## src/hw/rtl/snapshot_slot_replacement_defines.svh

```systemverilog
// Assertion macros for the snapshot slot replacement block.
`ifndef SNAPSHOT_SLOT_REPLACEMENT_DEFINES_SVH
`define SNAPSHOT_SLOT_REPLACEMENT_DEFINES_SVH

// Clocked assertion, held off during reset.
`define SSR_ASSERT(label, prop, msg) \
    label: assert property (@(posedge clk) disable iff (!rst_n) prop) else $error(msg);

// Property that must never hold.
`define SSR_NEVER(label, prop, msg) \
    label: assert property (@(posedge clk) disable iff (!rst_n) !(prop)) else $error(msg);

`endif

```

## src/hw/rtl/ssr_pkg.sv

```systemverilog
// Shared types and codes for the snapshot slot replacement block.
package ssr_pkg;

    localparam int IDX_W = 6;   // holds a slot index for tables up to 64 slots
    localparam int CNT_W = 7;   // holds a slot count up to 64

    typedef logic [IDX_W-1:0] idx_t;
    typedef logic [CNT_W-1:0] cnt_t;

    localparam logic [1:0] OP_CAPTURE = 2'd0;
    localparam logic [1:0] OP_FIND    = 2'd1;
    localparam logic [1:0] OP_DROP    = 2'd2;

    localparam logic [1:0] ST_OK     = 2'd0;
    localparam logic [1:0] ST_MISS   = 2'd1;
    localparam logic [1:0] ST_STALE  = 2'd2;
    localparam logic [1:0] ST_FAILED = 2'd3;

    localparam logic [2:0] CMD_NONE  = 3'd0;
    localparam logic [2:0] CMD_WRITE = 3'd1;
    localparam logic [2:0] CMD_CLEAR = 3'd2;
    localparam logic [2:0] CMD_DROP  = 3'd3;
    localparam logic [2:0] CMD_TOUCH = 3'd4;

    typedef struct packed {
        logic [15:0] ses;
        logic [15:0] vol;
        logic [31:0] dir;
        logic [31:0] gen;
        logic [31:0] mut;
        logic        any_s;
        logic        any_v;
    } req_t;

    // Scan token handed from cell to cell.
    typedef struct packed {
        logic        active;
        logic        hit;
        idx_t        hit_idx;
        logic        stale;
        logic        own_found;
        idx_t        own_idx;
        logic [63:0] own_time;
        cnt_t        held;
        logic        free_found;
        idx_t        free_idx;
        logic        glob_found;
        idx_t        glob_idx;
        logic [63:0] glob_time;
        cnt_t        drops;
    } carry_t;

    typedef struct packed {
        logic [2:0]  kind;
        idx_t        idx;
        logic [63:0] stamp;
    } cmd_t;

endpackage

```

## src/hw/rtl/snapshot_slot_replacement.sv

```systemverilog
// Snapshot slot replacement: top level with request control and the slot chain.
// For each accepted request a scan token walks the row of slot cells one cell
// per cycle, gathering key hit, per-session and global least recently used
// slots, the first free slot and drop matches, then the apply state applies the
// chosen update and loads the result register. The apply state waits while the
// result register still holds an unaccepted beat. A new request is taken while a
// result still waits.
`include "snapshot_slot_replacement_defines.svh"

module snapshot_slot_replacement #(
    parameter int SLOTS = 8
) (
    input  logic         clk,
    input  logic         rst_n,
    input  logic         cfg_we,
    input  logic [3:0]   cfg_data,     // per_session_share
    input  logic         in_tvalid,
    output logic         in_tready,
    // session[15:0] volume[31:16] directory_id[63:32] catalog_generation[95:64]
    // mutation_count[127:96] capture_ok[128] any_session[129] any_volume[130]
    input  logic [135:0] in_tdata,
    input  logic [1:0]   in_tuser,     // operation
    output logic         out_tvalid,
    input  logic         out_tready,
    // slot_index[2:0] status[4:3] evicted[5] dropped_count[9:6]
    output logic [15:0]  out_tdata
);

    localparam logic [1:0] ST_IDLE  = 2'd0;
    localparam logic [1:0] ST_SCAN  = 2'd1;
    localparam logic [1:0] ST_APPLY = 2'd2;

    logic [1:0]      state_reg;
    logic [1:0]      state_next;
    logic [3:0]      share_reg;
    logic [63:0]     use_reg;
    logic [63:0]     use_next;
    logic            start_reg;
    logic [1:0]      op_reg;
    logic            ok_reg;
    ssr_pkg::req_t   req_reg;
    ssr_pkg::carry_t scan_reg;
    ssr_pkg::carry_t start_carry;
    ssr_pkg::carry_t chain [SLOTS+1];
    ssr_pkg::cmd_t   cmd;
    logic            out_valid_reg;
    logic [15:0]     out_data_reg;
    logic [15:0]     out_data_next;
    logic            out_free;
    logic            in_acc;

    ssr_pkg::idx_t   pick_idx;
    logic            pick_ev;
    logic [2:0]      res_idx;
    logic [1:0]      res_status;
    logic            res_ev;
    logic [3:0]      res_drop;

    assign in_tready  = (state_reg == ST_IDLE);
    assign in_acc     = in_tvalid && in_tready;
    assign out_free   = !out_valid_reg || out_tready;
    assign out_tvalid = out_valid_reg;
    assign out_tdata  = out_data_reg;

    always_comb
    begin
        start_carry        = '0;
        start_carry.active = start_reg;
    end
    assign chain[0] = start_carry;

    for (genvar g = 0; g < SLOTS; g++)
    begin : g_cell
        ssr_cell #(.IDX(g)) u_cell (
            .clk       (clk),
            .rst_n     (rst_n),
            .req       (req_reg),
            .cmd       (cmd),
            .carry_in  (chain[g]),
            .carry_out (chain[g+1])
        );
    end

    // Slot choice for a capture.
    always_comb
    begin
        if (scan_reg.hit)
        begin
            pick_idx = scan_reg.hit_idx;
            pick_ev  = 1'b0;
        end
        else if (scan_reg.own_found && (scan_reg.held >= ssr_pkg::cnt_t'(share_reg)))
        begin
            pick_idx = scan_reg.own_idx;
            pick_ev  = 1'b1;
        end
        else if (scan_reg.free_found)
        begin
            pick_idx = scan_reg.free_idx;
            pick_ev  = 1'b0;
        end
        else
        begin
            pick_idx = scan_reg.glob_found ? scan_reg.glob_idx : '0;
            pick_ev  = scan_reg.glob_found;
        end
    end

    always_comb
    begin
        cmd        = '0;
        cmd.kind   = ssr_pkg::CMD_NONE;
        cmd.stamp  = use_reg + 64'd1;
        use_next   = use_reg;
        res_idx    = 3'd0;
        res_status = ssr_pkg::ST_MISS;
        res_ev     = 1'b0;
        res_drop   = 4'd0;
        case (op_reg)
            ssr_pkg::OP_CAPTURE:
            begin
                cmd.idx = pick_idx;
                res_idx = pick_idx[2:0];
                res_ev  = pick_ev;
                if (ok_reg)
                begin
                    cmd.kind   = ssr_pkg::CMD_WRITE;
                    use_next   = use_reg + 64'd1;
                    res_status = ssr_pkg::ST_OK;
                end
                else
                begin
                    cmd.kind   = ssr_pkg::CMD_CLEAR;
                    res_status = ssr_pkg::ST_FAILED;
                end
            end
            ssr_pkg::OP_FIND:
            begin
                if (scan_reg.hit)
                begin
                    cmd.idx = scan_reg.hit_idx;
                    res_idx = scan_reg.hit_idx[2:0];
                    if (scan_reg.stale)
                    begin
                        cmd.kind   = ssr_pkg::CMD_CLEAR;
                        res_status = ssr_pkg::ST_STALE;
                    end
                    else
                    begin
                        cmd.kind   = ssr_pkg::CMD_TOUCH;
                        use_next   = use_reg + 64'd1;
                        res_status = ssr_pkg::ST_OK;
                    end
                end
            end
            ssr_pkg::OP_DROP:
            begin
                cmd.kind   = ssr_pkg::CMD_DROP;
                res_status = ssr_pkg::ST_OK;
                res_drop   = scan_reg.drops[3:0];
            end
            default: ;
        endcase
        if (!((state_reg == ST_APPLY) && out_free))
        begin
            cmd.kind = ssr_pkg::CMD_NONE;
            use_next = use_reg;
        end
        out_data_next = {6'd0, res_drop, res_ev, res_status, res_idx};
    end

    always_comb
    begin
        state_next = state_reg;
        case (state_reg)
            ST_IDLE:  if (in_acc) state_next = ST_SCAN;
            ST_SCAN:  if (chain[SLOTS].active) state_next = ST_APPLY;
            ST_APPLY: if (out_free) state_next = ST_IDLE;
            default:  state_next = ST_IDLE;
        endcase
    end

    always_ff @(posedge clk or negedge rst_n)
    begin
        if (!rst_n)
        begin
            state_reg     <= ST_IDLE;
            share_reg     <= 4'd4;
            use_reg       <= 64'd0;
            start_reg     <= 1'b0;
            out_valid_reg <= 1'b0;
        end
        else
        begin
            state_reg <= state_next;
            use_reg   <= use_next;
            start_reg <= in_acc;
            if (cfg_we)
            begin
                share_reg <= cfg_data;
            end
            if ((state_reg == ST_APPLY) && out_free)
            begin
                out_valid_reg <= 1'b1;
            end
            else if (out_tready)
            begin
                out_valid_reg <= 1'b0;
            end
        end
    end

    always_ff @(posedge clk)
    begin
        if (in_acc)
        begin
            op_reg        <= in_tuser;
            req_reg.ses   <= in_tdata[15:0];
            req_reg.vol   <= in_tdata[31:16];
            req_reg.dir   <= in_tdata[63:32];
            req_reg.gen   <= in_tdata[95:64];
            req_reg.mut   <= in_tdata[127:96];
            ok_reg        <= in_tdata[128];
            req_reg.any_s <= in_tdata[129];
            req_reg.any_v <= in_tdata[130];
        end
        if (chain[SLOTS].active)
        begin
            scan_reg <= chain[SLOTS];
        end
        if ((state_reg == ST_APPLY) && out_free)
        begin
            out_data_reg <= out_data_next;
        end
    end

    `SSR_ASSERT(a_accept_starts_scan, in_acc |=> (state_reg == ST_SCAN),
        "accepted request did not start a scan")
    `SSR_ASSERT(a_token_only_in_scan, chain[SLOTS].active |-> (state_reg == ST_SCAN),
        "scan token left the chain outside a scan")
    `SSR_NEVER(a_write_needs_capture,
        (cmd.kind == ssr_pkg::CMD_WRITE) && !((op_reg == ssr_pkg::OP_CAPTURE) && ok_reg),
        "slot written outside a successful capture")

endmodule

```

## src/hw/rtl/ssr_cell.sv

```systemverilog
// One table slot: holds its entry and folds it into the passing scan token.
module ssr_cell #(
    parameter int IDX = 0
) (
    input  logic            clk,
    input  logic            rst_n,
    input  ssr_pkg::req_t   req,
    input  ssr_pkg::cmd_t   cmd,
    input  ssr_pkg::carry_t carry_in,
    output ssr_pkg::carry_t carry_out
);

    localparam ssr_pkg::idx_t MY_IDX = ssr_pkg::idx_t'(IDX);

    logic            valid_reg;
    logic [15:0]     ses_reg;
    logic [15:0]     vol_reg;
    logic [31:0]     dir_reg;
    logic [31:0]     gen_reg;
    logic [31:0]     mut_reg;
    logic [63:0]     lru_reg;
    ssr_pkg::carry_t carry_reg;
    ssr_pkg::carry_t carry_next;

    logic ses_m;
    logic key_m;
    logic drop_m;
    logic mine;

    assign ses_m  = valid_reg && (ses_reg == req.ses);
    assign key_m  = ses_m && (vol_reg == req.vol) && (dir_reg == req.dir);
    assign drop_m = valid_reg && (req.any_s || (ses_reg == req.ses))
                    && (req.any_v || (vol_reg == req.vol));
    assign mine   = (cmd.idx == MY_IDX);

    always_comb
    begin
        carry_next = carry_in;
        if (key_m && !carry_in.hit)
        begin
            carry_next.hit     = 1'b1;
            carry_next.hit_idx = MY_IDX;
            carry_next.stale   = (gen_reg != req.gen) || (mut_reg != req.mut);
        end
        if (ses_m)
        begin
            carry_next.held = carry_in.held + 1'b1;
            if (!carry_in.own_found || (lru_reg < carry_in.own_time))
            begin
                carry_next.own_found = 1'b1;
                carry_next.own_idx   = MY_IDX;
                carry_next.own_time  = lru_reg;
            end
        end
        if (!valid_reg && !carry_in.free_found)
        begin
            carry_next.free_found = 1'b1;
            carry_next.free_idx   = MY_IDX;
        end
        if (valid_reg && (!carry_in.glob_found || (lru_reg < carry_in.glob_time)))
        begin
            carry_next.glob_found = 1'b1;
            carry_next.glob_idx   = MY_IDX;
            carry_next.glob_time  = lru_reg;
        end
        if (drop_m)
        begin
            carry_next.drops = carry_in.drops + 1'b1;
        end
        if (!carry_in.active)
        begin
            carry_next.active = 1'b0;
        end
    end

    always_ff @(posedge clk or negedge rst_n)
    begin
        if (!rst_n)
        begin
            valid_reg <= 1'b0;
            carry_reg <= '0;
        end
        else
        begin
            carry_reg <= carry_next;
            case (cmd.kind)
                ssr_pkg::CMD_WRITE: if (mine) valid_reg <= 1'b1;
                ssr_pkg::CMD_CLEAR: if (mine) valid_reg <= 1'b0;
                ssr_pkg::CMD_DROP:  if (drop_m) valid_reg <= 1'b0;
                default: ;
            endcase
        end
    end

    always_ff @(posedge clk)
    begin
        if (mine && (cmd.kind == ssr_pkg::CMD_WRITE))
        begin
            ses_reg <= req.ses;
            vol_reg <= req.vol;
            dir_reg <= req.dir;
            gen_reg <= req.gen;
            mut_reg <= req.mut;
        end
        if (mine && ((cmd.kind == ssr_pkg::CMD_WRITE) || (cmd.kind == ssr_pkg::CMD_TOUCH)))
        begin
            lru_reg <= cmd.stamp;
        end
    end

    assign carry_out = carry_reg;

endmodule
```

## config.mk

```make
export PLATFORM = sky130hd
export DESIGN_NAME = snapshot_slot_replacement
export DESIGN_NICKNAME = d
export VERILOG_FILES = /design/src/hw/rtl/ssr_pkg.sv /design/src/hw/rtl/snapshot_slot_replacement.sv /design/src/hw/rtl/ssr_cell.sv
export VERILOG_INCLUDE_DIRS = /design/src /design/src/hw/rtl
export SDC_FILE = /design/constraint.sdc
export NUM_CORES = 2
export LEC_CHECK = 0
export BUFFER_PORTS_ARGS = -buffer_cell sky130_fd_sc_hd__buf_2
export CAP_MARGIN = 30
export CELL_PAD_IN_SITES_DETAIL_PLACEMENT = 1
export CELL_PAD_IN_SITES_GLOBAL_PLACEMENT = 2
export CORE_ASPECT_RATIO = 0.9
export CORE_UTILIZATION = 48
export CTS_BUF_LIST = sky130_fd_sc_hd__clkbuf_8
export DETAILED_ROUTE_END_ITERATION = 10
export GPL_TIMING_DRIVEN = 1
export PLACE_DENSITY_LB_ADDON = 0.1
export SYNTH_ARGS = -nofsm -noshare
export SYNTH_HDL_FRONTEND = slang
export SYNTH_HIERARCHICAL = 1
export SYNTH_SLANG_ARGS = --single-unit
```

## constraint.sdc

```tcl
create_clock -name clk -period 20.5 [get_ports clk]
set_input_delay 1.025 -clock clk [delete_from_list [all_inputs] [get_ports clk]]
set_output_delay 1.025 -clock clk [all_outputs]
set_load 0.005 [all_outputs]
```

==> parameters.txt <==
Parameter                              Value

Setup path
  CP top delay family ... simple AND/OR/NAND/NOR gates
  Reg-to-reg startpoint ... share_reg[2]
  Worst Reg2Reg Path Length in Cells ... 12
  Worst path depth ... 12
  CP Capture Type ... flop
  Worst path required time ... 21.18 ns
  Reg-to-reg slack, setup ... 14.74 ns
  Maximum net fanout on the critical path ... 63
  Total buffers and inverters traversed by the critical path ... 3
  Crit-path max cell delay ... 0.86 ns
  Crit path cell chain ... inv_1, ha_1, o21ai_0, a21o_1, a21oi_1, or3_1, a31oi_1, nor4_1, nand2_1, nor4b_2, buf_4, buf_4
  Worst Setup Path Type ... flop to flop
  Arr. time, crit path ... 6.45 ns
  Cell type of the slowest stage on the worst timing path ... nor4b_2
  Worst flop-to-flop path endpoint ... g_cell[0].u_cell/mut_reg[18]
  Top cell by count, worst path ... buf_4
  Startpoint kind of the worst setup timing path ... flop

Power and ir drop
  Max VDD drop ... 0.0000940 V
  Total design power ... 13.0 mW
  Power per standard cell area ... 81.9 nW/µm²
  Leakage power summed over all cells ... 66.7 nW

STA
  Hold violation total from the final report ... 0
  Remaining max-slew budget at the tightest pin ... 0.249
  Total Neg Setup Slack ... 0 ns
  Fmax achieved ... 173 MHz
  Crit share post-route ... 0.281
  Minimum clock period ... 5.76 ns
  Setup Viol. Count Final ... 0
  Setup repair after global routing missed its margin ... false
  Final hold slack ... 0.137 ns
  Count of final max-slew check failures ... 0
  Least-Margin Pin Slew ... 1.13 ns
  Worst-case clock skew ... 0.0776 ns

Clock tree
  Maximum number of buffers from clock root to sink ... 4
  Clock Root Buffer ... clkbuf_8
  Clock Sinks ... 3023
  Clock buffers created by TritonCTS ... 480
  Clock tree from TritonCTS ... built
  H-tree levels ... 5
  Number of gates resized after CTS ... 0
  Hold-fix buffer count after cts ... 113
  CTS clk-pin slew, worst paths ... 0.06 ns
  Worst skew pair latency ... 1.10 ns
  Post-CTS setup repair buffer count ... 0

Finish
  Final core utilization ... 0.549
  Layout cell share with drive strength beyond 1 ... 0.137
  Nets ... 12500
  Area growth, synth to finish ... 13.4%
  Number of flip-flops in the largest register ... 1224

Floorplan
  Number of top-level design ports ... 165
  Initial standard-cell utilization of the core ... 0.484
  Num rows ... 187
  Area of the core ... 289000 µm²
  Area enclosed by the die boundary ... 294000 µm²
  Die width ... 571 µm
  Overall die height ... 514 µm

Route
  Drc violations ... 0
  Post-DR vias/cell ... 5.26
  Avg WL per Cell ... 22.7 µm
  Iteration-0 DRC count of the detailed router ... 4465
  Remaining antenna violation count after routing ... 0
  Via count ... 82000
  Number of search-and-repair iterations in the first detailed-routing pass ... 9
  Wire length after detailed routing ... 354 mm

Global route
  Congestion Overflow GR ... 0
  Aggregate global-route resource usage ... 0.240
  Largest net degree at the start of global routing ... 170
  First-pass GRT wire length ... 537 mm
  Antenna violations before repair ... 14
  Via count of the first global-routing pass ... 89300

Placement
  PortBufs ... 153
  Routability congestion estimate from global placement ... 0.877
  Placed wire-length estimate after detailed placement ... 257 mm

Hold path
  Endpoint of the worst hold-timing path ... req_reg[97]
  Tightest Hold Check Type ... input pin to flop
  Startpoint of the most critical hold path ... in_tdata[63]
  WHS Path Cells ... 1

Logic synthesis
  Per-instance average area after synthesis ... 13.8 µm²
  Number of warnings reported in the yosys synthesis log ... 6
  Cell area after synthesis ... 140000 µm²
  Count of mapped cells out of synthesis ... 10200

Job
  Number of maximum-capacitance constraint violations ... 0

Status
  Result of the run ... completed
per-layer routing:
metal  up-vias  share of wire  global-route usage
li1      38300              -                   -
met1     41800           0.46               0.328
met2      1338           0.48               0.402
met3       553          0.031              0.0238
met4         0          0.032              0.0786
met5         -              0                   0
worst max path at each step:
stage / from / to / slack, ns
after floorplan: out_tready / g_cell[0].u_cell/dir_reg[0] / 3.22
after global placement: share_reg[2] / g_cell[0].u_cell/dir_reg[14] / 14.96
after detailed placement: share_reg[2] / g_cell[0].u_cell/dir_reg[10] / 14.77
after CTS: share_reg[2] / g_cell[0].u_cell/gen_reg[8] / 14.66
after global routing: share_reg[2] / g_cell[0].u_cell/gen_reg[8] / 14.27
final: share_reg[2] / g_cell[0].u_cell/mut_reg[18] / 14.74
cell type report:
class	count	area, µm²
fillers	28600	131000
clock inverters	339	2290
well taps	3874	4850
multi-input cells	6229	52300
clock buffers	545	7500
flip-flops and latches	3023	84300
diodes	22	55.1
inverters	1085	4070
repair buffers	463	3620
stage by stage:
| stage | cell area (µm²) | setup WS, ns | std cells |
|---|---|---|---|
| floorplan | 141000 | 3.22 | 10500 |
| global placement | 148000 | 14.96 | 14500 |
| detailed placement | 148000 | 14.77 | 14600 |
| CTS | 159000 | 14.66 | 15600 |
| global route | 159000 | 14.27 | 15600 |
| finish | 159000 | 14.74 | 15600 |
cells in the final DEF, fill, tap and decap left out, types with 324 or more instances in the layout:
| master | count |
|---|---|
| edfxtp_1 | 1719 |
| inv_1 | 1241 |
| nand4_1 | 324 |
| xnor2_1 | 466 |
| ha_1 | 1029 |
| clkbuf_8 | 545 |
| xor2_1 | 741 |
| nand2_1 | 394 |
| mux2_1 | 448 |
| a21oi_1 | 403 |
| dfrtp_1 | 1302 |
where the power goes:
group / total [mW] / internal (mW) / leakage (nW) / switching [mW]
registers: 6.96 / 6.69 / 31.5 / 0.278
clock network: 5.20 / 2.79 / 5.62 / 2.41
logic: 0.844 / 0.375 / 29.6 / 0.469
total: 13.0 / 9.85 / 66.7 / 3.16
No activity file was read; power rests on OpenSTA's default activity.
